<file path="src/design/wps_pkg.sv">
// Package for the wheel pulse speedometer: field widths, register indexes,
// fixed-point constants and widths of the shared serial multiplier and divider.
// No dependencies; used by scoped name from the top level.
`default_nettype none

package wps_pkg;

	// Fixed-point format and period counter width
	localparam int SPEED_FRAC_BITS = 8;
	localparam int PERIOD_BITS     = 16;

	// Configuration register widths
	localparam int DIAM_W    = 10;
	localparam int MAG_W     = 3;
	localparam int TRIM_W    = 9;
	localparam int UPD_W     = 10;
	localparam int EASE_W    = 9;
	localparam int DECAY_W   = 13;
	localparam int SPEED_W   = 15;
	localparam int INACT_W   = 13;
	localparam int CFG_W     = 15;
	localparam int CFG_IDX_W = 3;

	// Reset values of the configuration registers
	localparam logic [DIAM_W-1:0]  RST_DIAMETER = DIAM_W'(678);
	localparam logic [MAG_W-1:0]   RST_MAGNETS  = MAG_W'(2);
	localparam logic [TRIM_W-1:0]  RST_TRIM     = TRIM_W'(256);
	localparam logic [UPD_W-1:0]   RST_INTERVAL = UPD_W'(150);
	localparam logic [EASE_W-1:0]  RST_EASE     = EASE_W'(128);
	localparam logic [DECAY_W-1:0] RST_DECAY    = DECAY_W'(256);
	localparam logic [SPEED_W-1:0] RST_SPEED_MAX = SPEED_W'(15360);
	localparam logic [INACT_W-1:0] RST_INACTIVE = INACT_W'(2000);

	// Register indexes of the configuration port
	typedef enum logic [CFG_IDX_W-1:0] {
		REG_WHEEL_DIAMETER = 3'd0,
		REG_MAGNET_COUNT   = 3'd1,
		REG_SPEED_TRIM     = 3'd2,
		REG_UPDATE_INTERVAL = 3'd3,
		REG_EASE_WEIGHT    = 3'd4,
		REG_DECAY_STEP     = 3'd5,
		REG_SPEED_MAXIMUM  = 3'd6,
		REG_INACTIVE_TIME  = 3'd7
	} cfg_reg_t;

	// Stream widths
	localparam int IN_W  = 8;
	localparam int OUT_W = 112;

	// Pi in millionths, and the scale of the mm-per-magnet divisor
	localparam int PI_MICRO  = 3141593;
	localparam int MAG_SCALE = 1000;
	localparam int MM_SCALE  = 1000;

	// Ease weight saturates at unity
	localparam logic [EASE_W-1:0] EASE_UNITY = EASE_W'(256);
	localparam int EASE_ROUND = 128;
	localparam int EASE_SHIFT = 8;

	// Timer limits
	localparam logic [PERIOD_BITS-1:0] PERIOD_MAX = {PERIOD_BITS{1'b1}};
	localparam logic [UPD_W-1:0]       UPD_MAX    = {UPD_W{1'b1}};

	// Speed register and clamp: 120 km/h fits in seven integer bits
	localparam int SPD_REG_W = 7 + SPEED_FRAC_BITS;
	localparam int SPEED_CAP = 120 << SPEED_FRAC_BITS;

	// Shift-add multiplier
	localparam int MUL_ACC_W   = 32;
	localparam int MUL_PLIER_W = 10;
	localparam int MUL_STEPS   = MUL_PLIER_W;

	// Pulse distance in micrometres, ride distance accumulator
	localparam int DIST_W   = 22;
	localparam int DISTUM_W = 42;
	localparam int MM_W     = 32;
	localparam int RIDE_T_W = 32;

	// Speed division: (dist*trim*36 << F + den/2) / (period * 2560000)
	localparam int DEN_SCALE   = 2560000;
	localparam int DEN_SCALE_W = 22;
	localparam int DEN_W       = PERIOD_BITS + DEN_SCALE_W;
	localparam int PROD_W      = 31;
	localparam int NUM_W       = PROD_W + 6 + SPEED_FRAC_BITS;
	localparam int DIV_A       = ((NUM_W > DEN_W) ? NUM_W : DEN_W) + 1;
	localparam int DIV_W       = (DIV_A > DISTUM_W) ? DIV_A : DISTUM_W;
	localparam int CNT_W       = $clog2(DIV_W + 1);

endpackage : wps_pkg

`default_nettype wire

</file>
<file path="src/design/wheel_pulse_speedometer_top.sv">
// Wheel pulse speedometer: one sensor sample per millisecond tick in, one status item out.
// A shared shift-add multiplier and a restoring divider, one bit per cycle, do the arithmetic.
// Depends on wps_pkg.
// A tick without pulse runs ST_EASE, ST_FIN and ST_OUT; a pulse first runs the distance,
// speed and millimetre multiplies and divides, and an averaging update adds two multiplies.
// No new sample is taken until the last item is loaded for output; the bit-serial divider
// (32, DIV_W and 42 steps on a pulse) and the 10-step multiplier are the long states.
// Reset: arst_n clears all ride state and loads the default configuration.
`default_nettype none

module wheel_pulse_speedometer_top (
	input  wire logic                           clk,
	input  wire logic                           arst_n,
	// slave side: tdata = {7'b0, sensor_level}
	input  wire logic                           s_tvalid,
	output logic                                s_tready,
	input  wire logic [wps_pkg::IN_W-1:0]       s_tdata,
	// master side: tdata from bit 0 up = pulse_seen, measured_speed[15], average_speed[15],
	// rider_active, ride_distance_mm[32], ride_top_speed[15], ride_time_ms[32], 1'b0
	output logic                                m_tvalid,
	input  wire logic                           m_tready,
	output logic [wps_pkg::OUT_W-1:0]           m_tdata,
	// configuration write port
	input  wire logic                           cfg_wen,
	input  wire logic [wps_pkg::CFG_IDX_W-1:0]  cfg_index,
	input  wire logic [wps_pkg::CFG_W-1:0]      cfg_data
);

	typedef enum logic [10:0] {
		ST_IDLE  = 11'b000_0000_0001,
		ST_DMUL  = 11'b000_0000_0010,
		ST_DDIV  = 11'b000_0000_0100,
		ST_SMUL  = 11'b000_0000_1000,
		ST_SDIV  = 11'b000_0001_0000,
		ST_MDIV  = 11'b000_0010_0000,
		ST_EASE  = 11'b000_0100_0000,
		ST_EMUL1 = 11'b000_1000_0000,
		ST_EMUL2 = 11'b001_0000_0000,
		ST_FIN   = 11'b010_0000_0000,
		ST_OUT   = 11'b100_0000_0000
	} state_t;

	// Configuration registers
	logic [wps_pkg::DIAM_W-1:0]  diam_q;
	logic [wps_pkg::MAG_W-1:0]   mags_q;
	logic [wps_pkg::TRIM_W-1:0]  trim_q;
	logic [wps_pkg::UPD_W-1:0]   interval_q;
	logic [wps_pkg::EASE_W-1:0]  ease_q;
	logic [wps_pkg::DECAY_W-1:0] decay_q;
	logic [wps_pkg::SPEED_W-1:0] speed_max_q;
	logic [wps_pkg::INACT_W-1:0] inactive_q;

	// Ride state
	state_t                          state_q;
	logic                            prev_level_q;
	logic [wps_pkg::PERIOD_BITS-1:0] ms_q;
	logic [wps_pkg::UPD_W-1:0]       upd_q;
	logic [wps_pkg::SPD_REG_W-1:0]   meas_q;
	logic [wps_pkg::SPEED_W-1:0]     avg_q;
	logic                            active_q;
	logic [wps_pkg::DISTUM_W-1:0]    distance_q;
	logic [wps_pkg::MM_W-1:0]        mm_q;
	logic [wps_pkg::SPEED_W-1:0]     top_q;
	logic [wps_pkg::RIDE_T_W-1:0]    ride_timer_q;
	logic                            pulse_q;
	logic                            out_valid_q;
	logic [wps_pkg::OUT_W-1:0]       out_data_q;

	// Shared serial arithmetic
	logic [wps_pkg::MUL_ACC_W-1:0]   mul_acc_q;
	logic [wps_pkg::MUL_ACC_W-1:0]   mul_cand_q;
	logic [wps_pkg::MUL_PLIER_W-1:0] mul_plier_q;
	logic [wps_pkg::DIV_W-1:0]       div_q_q;
	logic [wps_pkg::DEN_W-1:0]       div_r_q;
	logic [wps_pkg::DEN_W-1:0]       div_d_q;
	logic [wps_pkg::CNT_W-1:0]       cnt_q;
	logic [wps_pkg::PERIOD_BITS-1:0] period_q;
	logic [wps_pkg::DEN_W-1:0]       den_q;

	// Combinational helpers
	logic                            accept;
	logic                            out_fire;
	logic                            level;
	logic                            edge_det;
	logic [wps_pkg::PERIOD_BITS-1:0] ms_inc;
	logic                            cnt_zero;
	logic [wps_pkg::MUL_ACC_W-1:0]   mul_sum;
	logic [wps_pkg::DEN_W:0]         div_r2;
	logic                            div_ge;
	logic [wps_pkg::DEN_W-1:0]       div_r_nx;
	logic [wps_pkg::DIV_W-1:0]       spd_dividend;
	logic [wps_pkg::PERIOD_BITS-1:0] period_eff;
	logic [wps_pkg::MAG_W-1:0]       mags_eff;
	logic [wps_pkg::EASE_W-1:0]      w_eff;
	logic [wps_pkg::DISTUM_W:0]      dist_sum;
	logic [wps_pkg::MUL_ACC_W-1:0]   ease_sum;
	logic [wps_pkg::MUL_ACC_W-wps_pkg::EASE_SHIFT-1:0] ease_full;
	logic [wps_pkg::SPEED_W-1:0]     ease_clamped;

	// Handshakes
	assign s_tready = (state_q == ST_IDLE);
	assign accept   = s_tvalid && s_tready;
	assign out_fire = (state_q == ST_OUT) && (!out_valid_q || m_tready);
	assign m_tvalid = out_valid_q;
	assign m_tdata  = out_data_q;

	// Edge detection and timer increment
	assign level    = s_tdata[0];
	assign edge_det = prev_level_q && !level;
	assign ms_inc   = (ms_q != wps_pkg::PERIOD_MAX) ? ms_q + wps_pkg::PERIOD_BITS'(1) : ms_q;

	// Serial multiplier and divider step logic
	always_comb begin
		cnt_zero   = (cnt_q == '0);
		mul_sum    = mul_acc_q + (mul_plier_q[0] ? mul_cand_q : '0);
		div_r2     = {div_r_q, div_q_q[wps_pkg::DIV_W-1]};
		div_ge     = (div_r2 >= {1'b0, div_d_q});
		div_r_nx   = div_ge ? wps_pkg::DEN_W'(div_r2 - {1'b0, div_d_q})
		                    : div_r2[wps_pkg::DEN_W-1:0];
		spd_dividend = (wps_pkg::DIV_W'(mul_acc_q) << (5 + wps_pkg::SPEED_FRAC_BITS))
		             + (wps_pkg::DIV_W'(mul_acc_q) << (2 + wps_pkg::SPEED_FRAC_BITS))
		             + wps_pkg::DIV_W'(den_q >> 1);
		period_eff = (period_q == '0) ? wps_pkg::PERIOD_BITS'(1) : period_q;
		mags_eff   = (mags_q == '0) ? wps_pkg::MAG_W'(1) : mags_q;
		w_eff      = (ease_q > wps_pkg::EASE_UNITY) ? wps_pkg::EASE_UNITY : ease_q;
		dist_sum   = {1'b0, distance_q}
		           + (wps_pkg::DISTUM_W + 1)'(div_q_q[wps_pkg::DIST_W-1:0]);
		ease_sum   = mul_acc_q + wps_pkg::MUL_ACC_W'(wps_pkg::EASE_ROUND);
		ease_full  = ease_sum[wps_pkg::MUL_ACC_W-1:wps_pkg::EASE_SHIFT];
		ease_clamped = (ease_full > (wps_pkg::MUL_ACC_W - wps_pkg::EASE_SHIFT)'(speed_max_q))
		             ? speed_max_q : ease_full[wps_pkg::SPEED_W-1:0];
	end

	// Control, configuration and ride state
	always_ff @(posedge clk or negedge arst_n) begin
		if (!arst_n) begin
			diam_q       <= wps_pkg::RST_DIAMETER;
			mags_q       <= wps_pkg::RST_MAGNETS;
			trim_q       <= wps_pkg::RST_TRIM;
			interval_q   <= wps_pkg::RST_INTERVAL;
			ease_q       <= wps_pkg::RST_EASE;
			decay_q      <= wps_pkg::RST_DECAY;
			speed_max_q  <= wps_pkg::RST_SPEED_MAX;
			inactive_q   <= wps_pkg::RST_INACTIVE;
			state_q      <= ST_IDLE;
			prev_level_q <= 1'b0;
			ms_q         <= '0;
			upd_q        <= '0;
			meas_q       <= '0;
			avg_q        <= '0;
			active_q     <= 1'b0;
			distance_q   <= '0;
			mm_q         <= '0;
			top_q        <= '0;
			ride_timer_q <= '0;
			pulse_q      <= 1'b0;
			out_valid_q  <= 1'b0;
		end else begin
			// Register writes
			if (cfg_wen) begin
				unique case (wps_pkg::cfg_reg_t'(cfg_index))
					wps_pkg::REG_WHEEL_DIAMETER:  diam_q      <= cfg_data[wps_pkg::DIAM_W-1:0];
					wps_pkg::REG_MAGNET_COUNT:    mags_q      <= cfg_data[wps_pkg::MAG_W-1:0];
					wps_pkg::REG_SPEED_TRIM:      trim_q      <= cfg_data[wps_pkg::TRIM_W-1:0];
					wps_pkg::REG_UPDATE_INTERVAL: interval_q  <= cfg_data[wps_pkg::UPD_W-1:0];
					wps_pkg::REG_EASE_WEIGHT:     ease_q      <= cfg_data[wps_pkg::EASE_W-1:0];
					wps_pkg::REG_DECAY_STEP:      decay_q     <= cfg_data[wps_pkg::DECAY_W-1:0];
					wps_pkg::REG_SPEED_MAXIMUM:   speed_max_q <= cfg_data[wps_pkg::SPEED_W-1:0];
					wps_pkg::REG_INACTIVE_TIME:   inactive_q  <= cfg_data[wps_pkg::INACT_W-1:0];
					default: ;
				endcase
			end

			// Raise valid on a new output item, drop it once taken
			if (out_fire) begin
				out_valid_q <= 1'b1;
			end else if (m_tready) begin
				out_valid_q <= 1'b0;
			end

			unique case (state_q)
				ST_IDLE: begin
					if (accept) begin
						// Advance timers, then detect the falling edge
						upd_q <= (upd_q != wps_pkg::UPD_MAX) ? upd_q + wps_pkg::UPD_W'(1) : upd_q;
						if (active_q && (ride_timer_q != '1)) begin
							ride_timer_q <= ride_timer_q + wps_pkg::RIDE_T_W'(1);
						end
						prev_level_q <= level;
						pulse_q      <= edge_det;
						ms_q         <= edge_det ? '0 : ms_inc;
						if (edge_det && !active_q) begin
							active_q     <= 1'b1;
							distance_q   <= '0;
							mm_q         <= '0;
							top_q        <= '0;
							ride_timer_q <= '0;
						end
						state_q <= edge_det ? ST_DMUL : ST_EASE;
					end
				end
				ST_DMUL: begin
					if (cnt_zero) begin
						state_q <= ST_DDIV;
					end
				end
				ST_DDIV: begin
					// Add the pulse distance, saturating
					if (cnt_zero) begin
						distance_q <= dist_sum[wps_pkg::DISTUM_W] ? '1
						            : dist_sum[wps_pkg::DISTUM_W-1:0];
						state_q    <= ST_SMUL;
					end
				end
				ST_SMUL: begin
					if (cnt_zero) begin
						state_q <= ST_SDIV;
					end
				end
				ST_SDIV: begin
					// Clamp the measured speed to the cap
					if (cnt_zero) begin
						meas_q  <= (div_q_q > wps_pkg::DIV_W'(wps_pkg::SPEED_CAP))
						         ? wps_pkg::SPD_REG_W'(wps_pkg::SPEED_CAP)
						         : div_q_q[wps_pkg::SPD_REG_W-1:0];
						state_q <= ST_MDIV;
					end
				end
				ST_MDIV: begin
					// Millimetres, saturating at 32 bits
					if (cnt_zero) begin
						mm_q    <= (|div_q_q[wps_pkg::DISTUM_W-1:wps_pkg::MM_W]) ? '1
						         : div_q_q[wps_pkg::MM_W-1:0];
						state_q <= ST_EASE;
					end
				end
				ST_EASE: begin
					state_q <= (upd_q > interval_q) ? ST_EMUL1 : ST_FIN;
				end
				ST_EMUL1: begin
					if (cnt_zero) begin
						state_q <= ST_EMUL2;
					end
				end
				ST_EMUL2: begin
					// Take the eased speed and follow it with the top speed
					if (cnt_zero) begin
						avg_q <= ease_clamped;
						if (active_q && (ease_clamped > top_q)) begin
							top_q <= ease_clamped;
						end
						upd_q   <= '0;
						state_q <= ST_FIN;
					end
				end
				ST_FIN: begin
					// Decay while idle, end the ride once speed is zero
					if ((ms_q > wps_pkg::PERIOD_BITS'(inactive_q)) && active_q) begin
						if (meas_q != '0) begin
							meas_q <= (32'(meas_q) > 32'(decay_q))
							        ? meas_q - wps_pkg::SPD_REG_W'(decay_q) : '0;
						end else begin
							active_q     <= 1'b0;
							avg_q        <= '0;
							meas_q       <= '0;
							distance_q   <= '0;
							mm_q         <= '0;
							top_q        <= '0;
							ride_timer_q <= '0;
						end
					end
					state_q <= ST_OUT;
				end
				ST_OUT: begin
					if (out_fire) begin
						state_q <= ST_IDLE;
					end
				end
				default: state_q <= ST_IDLE;
			endcase
		end
	end

	// Datapath of the shared multiplier and divider, and the output item
	always_ff @(posedge clk) begin
		unique case (state_q)
			ST_IDLE: begin
				// Load diameter times pi
				if (accept) begin
					period_q    <= ms_inc;
					mul_acc_q   <= '0;
					mul_cand_q  <= wps_pkg::MUL_ACC_W'(wps_pkg::PI_MICRO);
					mul_plier_q <= wps_pkg::MUL_PLIER_W'(diam_q);
					cnt_q       <= wps_pkg::CNT_W'(wps_pkg::MUL_STEPS);
				end
			end
			ST_DMUL: begin
				den_q <= wps_pkg::DEN_W'(period_eff) * wps_pkg::DEN_W'(wps_pkg::DEN_SCALE);
				if (!cnt_zero) begin
					mul_acc_q   <= mul_sum;
					mul_cand_q  <= mul_cand_q << 1;
					mul_plier_q <= mul_plier_q >> 1;
					cnt_q       <= cnt_q - wps_pkg::CNT_W'(1);
				end else begin
					// Divide by magnets times 1000
					div_q_q <= wps_pkg::DIV_W'(mul_acc_q) << (wps_pkg::DIV_W - wps_pkg::MUL_ACC_W);
					div_r_q <= '0;
					div_d_q <= wps_pkg::DEN_W'(mags_eff) * wps_pkg::DEN_W'(wps_pkg::MAG_SCALE);
					cnt_q   <= wps_pkg::CNT_W'(wps_pkg::MUL_ACC_W);
				end
			end
			ST_DDIV: begin
				if (!cnt_zero) begin
					div_q_q <= {div_q_q[wps_pkg::DIV_W-2:0], div_ge};
					div_r_q <= div_r_nx;
					cnt_q   <= cnt_q - wps_pkg::CNT_W'(1);
				end else begin
					// Pulse distance times trim
					mul_acc_q   <= '0;
					mul_cand_q  <= wps_pkg::MUL_ACC_W'(div_q_q[wps_pkg::DIST_W-1:0]);
					mul_plier_q <= wps_pkg::MUL_PLIER_W'(trim_q);
					cnt_q       <= wps_pkg::CNT_W'(wps_pkg::MUL_STEPS);
				end
			end
			ST_SMUL: begin
				if (!cnt_zero) begin
					mul_acc_q   <= mul_sum;
					mul_cand_q  <= mul_cand_q << 1;
					mul_plier_q <= mul_plier_q >> 1;
					cnt_q       <= cnt_q - wps_pkg::CNT_W'(1);
				end else begin
					// Rounded speed quotient over the scaled period
					div_q_q <= spd_dividend;
					div_r_q <= '0;
					div_d_q <= den_q;
					cnt_q   <= wps_pkg::CNT_W'(wps_pkg::DIV_W);
				end
			end
			ST_SDIV: begin
				if (!cnt_zero) begin
					div_q_q <= {div_q_q[wps_pkg::DIV_W-2:0], div_ge};
					div_r_q <= div_r_nx;
					cnt_q   <= cnt_q - wps_pkg::CNT_W'(1);
				end else begin
					// Ride distance to millimetres
					div_q_q <= wps_pkg::DIV_W'(distance_q) << (wps_pkg::DIV_W - wps_pkg::DISTUM_W);
					div_r_q <= '0;
					div_d_q <= wps_pkg::DEN_W'(wps_pkg::MM_SCALE);
					cnt_q   <= wps_pkg::CNT_W'(wps_pkg::DISTUM_W);
				end
			end
			ST_MDIV: begin
				if (!cnt_zero) begin
					div_q_q <= {div_q_q[wps_pkg::DIV_W-2:0], div_ge};
					div_r_q <= div_r_nx;
					cnt_q   <= cnt_q - wps_pkg::CNT_W'(1);
				end
			end
			ST_EASE: begin
				// Averaged speed times the complement weight
				mul_acc_q   <= '0;
				mul_cand_q  <= wps_pkg::MUL_ACC_W'(avg_q);
				mul_plier_q <= wps_pkg::MUL_PLIER_W'(wps_pkg::EASE_UNITY - w_eff);
				cnt_q       <= wps_pkg::CNT_W'(wps_pkg::MUL_STEPS);
			end
			ST_EMUL1: begin
				if (!cnt_zero) begin
					mul_acc_q   <= mul_sum;
					mul_cand_q  <= mul_cand_q << 1;
					mul_plier_q <= mul_plier_q >> 1;
					cnt_q       <= cnt_q - wps_pkg::CNT_W'(1);
				end else begin
					// Accumulate measured speed times weight
					mul_cand_q  <= wps_pkg::MUL_ACC_W'(meas_q);
					mul_plier_q <= wps_pkg::MUL_PLIER_W'(w_eff);
					cnt_q       <= wps_pkg::CNT_W'(wps_pkg::MUL_STEPS);
				end
			end
			ST_EMUL2: begin
				if (!cnt_zero) begin
					mul_acc_q   <= mul_sum;
					mul_cand_q  <= mul_cand_q << 1;
					mul_plier_q <= mul_plier_q >> 1;
					cnt_q       <= cnt_q - wps_pkg::CNT_W'(1);
				end
			end
			ST_FIN: ;
			ST_OUT: begin
				// Pack the result item
				if (out_fire) begin
					out_data_q <= wps_pkg::OUT_W'({ride_timer_q, top_q, mm_q, active_q, avg_q,
					                               wps_pkg::SPEED_W'(meas_q), pulse_q});
				end
			end
			default: ;
		endcase
	end

	// Accepted item keeps the block busy in the next cycle
	a_busy_after_accept: assert property (@(posedge clk) disable iff (!arst_n)
		accept |=> (state_q != ST_IDLE))
		else $error("block idle right after accepting an item");

	// Ride fields stay cleared while no ride is active
	a_ride_cleared: assert property (@(posedge clk) disable iff (!arst_n)
		!active_q |-> ((distance_q == '0) && (mm_q == '0) && (top_q == '0)
		               && (ride_timer_q == '0)))
		else $error("ride fields not cleared while inactive");

	// Measured speed never exceeds the cap
	a_speed_cap: assert property (@(posedge clk) disable iff (!arst_n)
		meas_q <= wps_pkg::SPD_REG_W'(wps_pkg::SPEED_CAP))
		else $error("measured speed above cap");

endmodule : wheel_pulse_speedometer_top

`default_nettype wire
</file>
<file path="config.mk">
export PLATFORM = sky130hd
export DESIGN_NAME = wheel_pulse_speedometer_top
export DESIGN_NICKNAME = d
export VERILOG_FILES = /design/src/design/wps_pkg.sv /design/src/design/wheel_pulse_speedometer_top.sv
export SDC_FILE = /design/constraint.sdc
export NUM_CORES = 2
export LEC_CHECK = 0
export ABC_AREA = 1
export BUFFER_PORTS_ARGS = -buffer_cell sky130_fd_sc_hd__buf_4
export CAP_MARGIN = 0
export CORE_ASPECT_RATIO = 0.6
export CORE_UTILIZATION = 43
export CTS_CLUSTER_SIZE = 24
export DETAILED_ROUTE_END_ITERATION = 16
export PLACE_DENSITY_LB_ADDON = 0.1
export SLEW_MARGIN = 20
export SYNTH_ARGS = -nofsm -noshare
export SYNTH_HDL_FRONTEND = slang
export SYNTH_SLANG_ARGS = --single-unit
</file>
<file path="constraint.sdc">
create_clock -name clk -period 7.8 [get_ports clk]
set_input_delay 0.39 -clock clk [delete_from_list [all_inputs] [get_ports clk]]
set_output_delay 0.39 -clock clk [all_outputs]
set_load 0.005 [all_outputs]
</file>
# Word level (Yosys, flattened, before mapping)
# Cells that the tools add are included.
dict set report word_totals {
  inputBits 31
  word_cells 254
  out_inout_bits 114
  register_bits 629
}
dict set report classes {
  n_reduce_logical 62
  n_addsub 12
  multipliers 2
  order_cmp 8
  muxes 98
  eq_ne 41
}
# op n
set op_table {}
lappend op_table {{$mux W32} 17}
lappend op_table {{$mux W38} 7}
lappend op_table {{$mux W42} 6}
lappend op_table {{$pmux W38 S3} 2}
lappend op_table {{$mux W15} 13}
lappend op_table {{$mux W46} 4}
lappend op_table {{$pmux W46 S4} 1}
lappend op_table {{$pmux W32 S5} 1}
lappend op_table {{$pmux W32 S4} 1}
lappend op_table {{$pmux W42 S3} 1}
lappend op_table {{$pmux W11 S11} 1}
lappend op_table {{$mux W11} 9}
lappend op_table {{$pmux W32 S3} 1}
lappend op_table {{$mux W10} 7}
lappend op_table {{$pmux W32 S2} 1}
lappend op_table {{$pmux W15 S2} 2}
lappend op_table {{$pmux W10 S5} 1}
lappend op_table {{$mux W16} 3}
lappend op_table {{$add A45 B42 Y46} 1}
lappend op_table {{$add A46 B37 Y46} 1}
lappend op_table {{$gt A46 B15 Y1 const B} 1}
lappend op_table {{$pmux W15 S3} 1}
lappend op_table {{$add A42 B22 Y43} 1}
lappend op_table {{$pmux W6 S7} 1}
lappend op_table {{other kinds (68)} 139}

# Depth between registers and ports, before layout
dict set report depth {
  ltp_word 8
  mapped_depth 34
  ltp_nobuf 32
}

# Least setup slack after synthesis
# Ideal clock, no wire load.
dict set report synth_timing {
  path_type {flip-flop to flip-flop}
  from {register state_q[5]}
  to {register div_q_q[0] (netlist bit), enable pin}
  setup_ns 0.519
  t_required_ns 7.281
  synth_period_minus_slack_ns 6.424
  path_buffers 0
  path_slack_ns 1.376
  arrival_ns 5.905
  stages_incl_launch_ff 12
  path_cell_list {dfrtp_1 > nor2_1 > nand2_1 > inv_2 > nand2_1 > nor2_1 > inv_1 > nand2_1 > nor2_1 > nand2_1 > inv_1 > a211oi_1}
}
dict set report synth_via {
  elab_chain_len 4
  word_cells_on_any_way 11
  cone_classes {eq/ne (8); reduce/logical (3)}
}
# item line_no
set synth_lines {}
lappend synth_lines {{start, declared} wheel_pulse_speedometer_top.sv:54} ;# state_t state_q;
lappend synth_lines {{start signal, assigned} wheel_pulse_speedometer_top.sv:199} ;# state_q <= edge_det ? ST_DMUL : ST_EASE;
lappend synth_lines {{start signal, assigned} wheel_pulse_speedometer_top.sv:238} ;# state_q <= (upd_q > interval_q) ? ST_EMUL1 : ST_FIN;
lappend synth_lines {{$eq A11 B6 Y1 / $eq A11 B3 Y1 (equally long branches)} wheel_pulse_speedometer_top.sv:286} ;# unique case (state_q)
lappend synth_lines {{$reduce_or A2 Y1 (no source line)} --}
lappend synth_lines {{$ne A2 B2 Y1 (no source line) / $reduce_bool A4 Y1 (equally long branches)} --}
lappend synth_lines {{$reduce_and A4 Y1 (no source line) *} --}
lappend synth_lines {{end signal, assigned} wheel_pulse_speedometer_top.sv:306} ;# div_q_q <= wps_pkg::DIV_W'(mul_acc_q) << (wps_pkg::DIV_W - wps_pkg::MUL_ACC_W);
lappend synth_lines {{end signal, assigned} wheel_pulse_speedometer_top.sv:314} ;# div_q_q <= {div_q_q[wps_pkg::DIV_W-2:0], div_ge};
lappend synth_lines {{end signal, assigned} wheel_pulse_speedometer_top.sv:333} ;# div_q_q <= spd_dividend;
lappend synth_lines {{end, declared} wheel_pulse_speedometer_top.sv:73} ;# logic [wps_pkg::DIV_W-1:0] div_q_q;
# Every way passes the cells marked *; elsewhere a longest branch is shown, timed or not.
# A chain may end at the register's enable or synchronous reset.

# Worst setup path after layout
dict set report layout_timing {
  from {register mul_acc_q[10] (netlist bit)}
  to {register top_q[5] (netlist bit)}
}
dict set report layout_via {
  elab_chain_len 7
  word_cells_on_any_way 10
  cone_classes {add/sub (1); order compare (2); eq/ne (1); mux (4); reduce/logical (2)}
}
# item line_no
set layout_lines {}
lappend layout_lines {{start, declared} wheel_pulse_speedometer_top.sv:70} ;# logic [wps_pkg::MUL_ACC_W-1:0] mul_acc_q;
lappend layout_lines {{start signal, assigned} wheel_pulse_speedometer_top.sv:300} ;# mul_acc_q <= mul_sum;
lappend layout_lines {{start signal, assigned} wheel_pulse_speedometer_top.sv:327} ;# mul_acc_q <= mul_sum;
lappend layout_lines {{start signal, assigned} wheel_pulse_speedometer_top.sv:368} ;# mul_acc_q <= mul_sum;
lappend layout_lines {{$add A32 B8 Y32 *} wheel_pulse_speedometer_top.sv:128} ;# ease_sum = mul_acc_q + wps_pkg::MUL_ACC_W'(wps_pkg::EASE_ROUND);
lappend layout_lines {{$gt A24 B15 Y1} wheel_pulse_speedometer_top.sv:130} ;# ease_clamped = (ease_full > (wps_pkg::MUL_ACC_W - wps_pkg::EASE_SHIFT)'(speed_max_q))
lappend layout_lines {{$mux W15 *} wheel_pulse_speedometer_top.sv:131} ;# ? speed_max_q : ease_full[wps_pkg::SPEED_W-1:0];
lappend layout_lines {{$gt A15 B15 Y1} wheel_pulse_speedometer_top.sv:249} ;# if (active_q && (ease_clamped > top_q)) begin
lappend layout_lines {{$logic_and A1 B1 Y1} wheel_pulse_speedometer_top.sv:249}
lappend layout_lines {{$ne A2 B2 Y1 (no source line)} --}
lappend layout_lines {{$reduce_and A7 Y1 (no source line)} --}
lappend layout_lines {{end signal, assigned} wheel_pulse_speedometer_top.sv:250} ;# top_q <= ease_clamped;
lappend layout_lines {{end, declared} wheel_pulse_speedometer_top.sv:63} ;# logic [wps_pkg::SPEED_W-1:0] top_q;
# Every way passes the cells marked *; elsewhere a longest branch is shown, timed or not. The select of a mux whose other input is x is not followed.

==> results.toml <==
[timing]
finalCritPeriodShare_pct = 80.22
skew_ps = 27.85
setup_slack_ps = 1543
drv_slew = 0
tightestPinTransition_ps = 1129
setup_tns_ps = 0
holdWs_ps = 70.66
finalSetupViolCount = 0
finalHoldViolCount = 0
fmax_mhz = 159.8
min_period_ps = 6257
relSlewSlack_pct = 23.93
rsz0062_at_grt = "false"

[cells_and_area]
nets = 5723
final_cell_mix = "nand2_1, inv_1, nor2_1"
fin_util_pct = 48.63
drive_gt1_share_pct = 8.275
final_common_cell = "nand2_1"
syn2layout_area_growth_pct = 11.99

[global_route]
grt_use_total_pct = 30.08
grt_overflow = 0
grt_max_degree = 141
grt_pass1_wl_um = 219300
first_global_vias = 33420
antenna_found_initial = 7

[drt]
dr.pass1.iters = 8
routedWlPerCell_um = 22.12
dr_total_vias = 36520
vias_per_cell = 5.443
wl_um = 148400
detail_route.iter0.violations = 4255
ant_nets = 0
drc = 0

[flow_run]
max-cap-violations = 0

[run_status]
status = "completed"

[place]
gp_congestion = 0.9861
portBuffers = 136
place_ws_ps = 1713
dp_hpwl_um = 114800

[floorplan]
die-area_mm2 = 0.09847
row_count = 88
die_h_um = 243.5
initial_core_util_pct = 43.42
core_mm2 = 0.09623
ios = 145
dieWidth_um = 404.4

[critical_path]
critical_path.startpoint_type = "register"
path_common_cell = "nand2_1"
cp-end-kind = "register"
cpMaxStageDelayCell = "nand4_1"
crit_fanout = 16
crit_family = "simple AND/OR/NAND/NOR gates"
cp.buffers_inverters = 3
critPathRequiredTime_ps = 8350
worst_path_largest_cell_delay_ps = 730
cp.arrival_ps = 6810
crit_type = "reg2reg"

[yosys]
synth_area_leaders = "edfxtp_1, dfrtp_1, nand2_1"
synth_area_per_cell_um2 = 8.034
syn_inst = 5201
async_flop_share_pct = 43.77
synth_seq_cells = 626
yosysTopAreaCell = "edfxtp_1"
ys_seq_area_share_pct = 41.78
yosysUniqueCellTypes = 70
syn_area_mm2 = 0.04179
synth-main-ff-cell = "edfxtp_1"
synthDominantCellAreaShare_pct = 25.30
syn_nets = 5577
synth_edf_count = 352
synth.yosys.warnings = 0

[min_path]
min_path_type = "in2reg"

[cts]
cts_root_buf = "clkbuf_16"
cts_max_level = 3
cts_resized = 0
cts_sinks = 626
clkTransAtPathRegs_ps = 70
clockBufferDepth = 3
cts_tree = "done"
numCtsBuffers = 67
clk_latency_ps = 680

[pwr]
ir_drop_mv = 0.5565
power.total_uw = 20230
power_density_mw_per_mm2 = 432.3
leakagePower_uw = 0.02134
power by group:
part | internal, µW | switching (µW) | leakage [µW] | total, µW
logic | 3730 | 7470 | 0.0133 | 11200
registers | 4600 | 966 | 0.00687 | 5560
clock network | 1950 | 1510 | 0.00112 | 3460
total | 10300 | 9940 | 0.0213 | 20200
cells in the mapped netlist (7+ instances only):
cell type	count
and2_4	9
o21a_1	16
nand3b_1	11
nand3_2	15
and2_1	7
buf_2	35
nand3_1	258
xor2_1	91
ha_1	280
dfrtp_1	250
edfxtp_1	352
nor2_4	10
inv_1	746
fa_1	65
nor2_1	557
or2_2	18
a21o_1	12
a21boi_0	9
a221oi_1	29
nand2_4	15
o211ai_1	9
a31oi_1	24
nand2_2	12
nor2_2	12
o21ai_1	41
dfstp_2	24
inv_2	23
clkbuf_1	62
o21ai_0	401
o22ai_1	15
o21bai_1	21
nor3_1	73
nor4_1	39
a21oi_1	311
a22oi_1	12
xnor2_1	32
nand2_1	1172
nand4_1	58
layer usage:
metal  GRT usage (%)  vias up  routed length (µm)
met1           49.03    17250               75340
met2           37.32     1540               53450
met3           9.282      165               16750
li1                -    17550                   -
met5               0        -                  50
met4           6.317        8                2829
worst paths after layout:
check / startpoint / end / slack [ps] / cells past startpoint
worst max-delay path: mul_acc_q[10] / top_q[5] / 1540 / 31
worst min-delay path: s_tdata[0] / prev_level_q / 70 / 3
worst max register to register: mul_acc_q[10] / top_q[5] / 1540 / 31
worst min register to register: mm_q[12] / m_tdata[44] / 450 / 0
max in group asynchronous: arst_n / distance_q[2] / 6150 / 3
min in group asynchronous: arst_n / ms_q[15] / 280 / 2
layout make-up:
type,instances,area [µm²]
Tap cell,1305,1633
Clock buffer,92,1916
Inverter,773,2904
Antenna cell,2,5.005
Clock inverter,32,404.1
Timing Repair Buffer,191,1491
Sequential cell,626,17460
Multi-Input combinational cell,3688,20990
Fill cell,9587,49440
registers in the layout, indices dropped and copies added, names as in the netlist, 26 cells and up:
| signal | count |
|---|---|
| m_tdata | 111 |
| div_q_q | 46 |
| distance_q | 42 |
| div_r_q | 38 |
| div_d_q | 35 |
| mm_q | 32 |
| mul_acc_q | 32 |
| mul_cand_q | 32 |
| ride_timer_q | 32 |
| den_q | 26 |
through the flow:
step,instance area [µm²],std cells
floorplan,41790,5201
global placement,44320,6568
detailed placement,44320,6568
CTS,46790,6707
global route,46790,6707
finish,46790,6709
worst register-to-register path, delay by kind of cell (launching register included):
kind,cells,cell delay (ps)
and+or+nand+nor,24,4340
AOI/OAI and AO/OA,1,120
adders and majority gates,2,620
DFF,1,670
buffers and inverters,3,180
xor gates and xnor gates,1,260
kinds of logic after synthesis:
kind of cell | share of synthesized area (%)
simple gates | 23.41
compound gates | 12.50
buf+inv | 8.235
flops | 41.78
fa+ha+maj | 11.50
xor+xnor | 2.578
other cells | 0.008974
timing repair:
| item | 4_1_cts | 5_1_grt |
|---|---|---|
| endpoints found under the hold margin | 95 | 0 |
| buffers inserted | 0 | 0 |
| hold buffers | 15 | 0 |
Power figures use the tool's default switching activity.
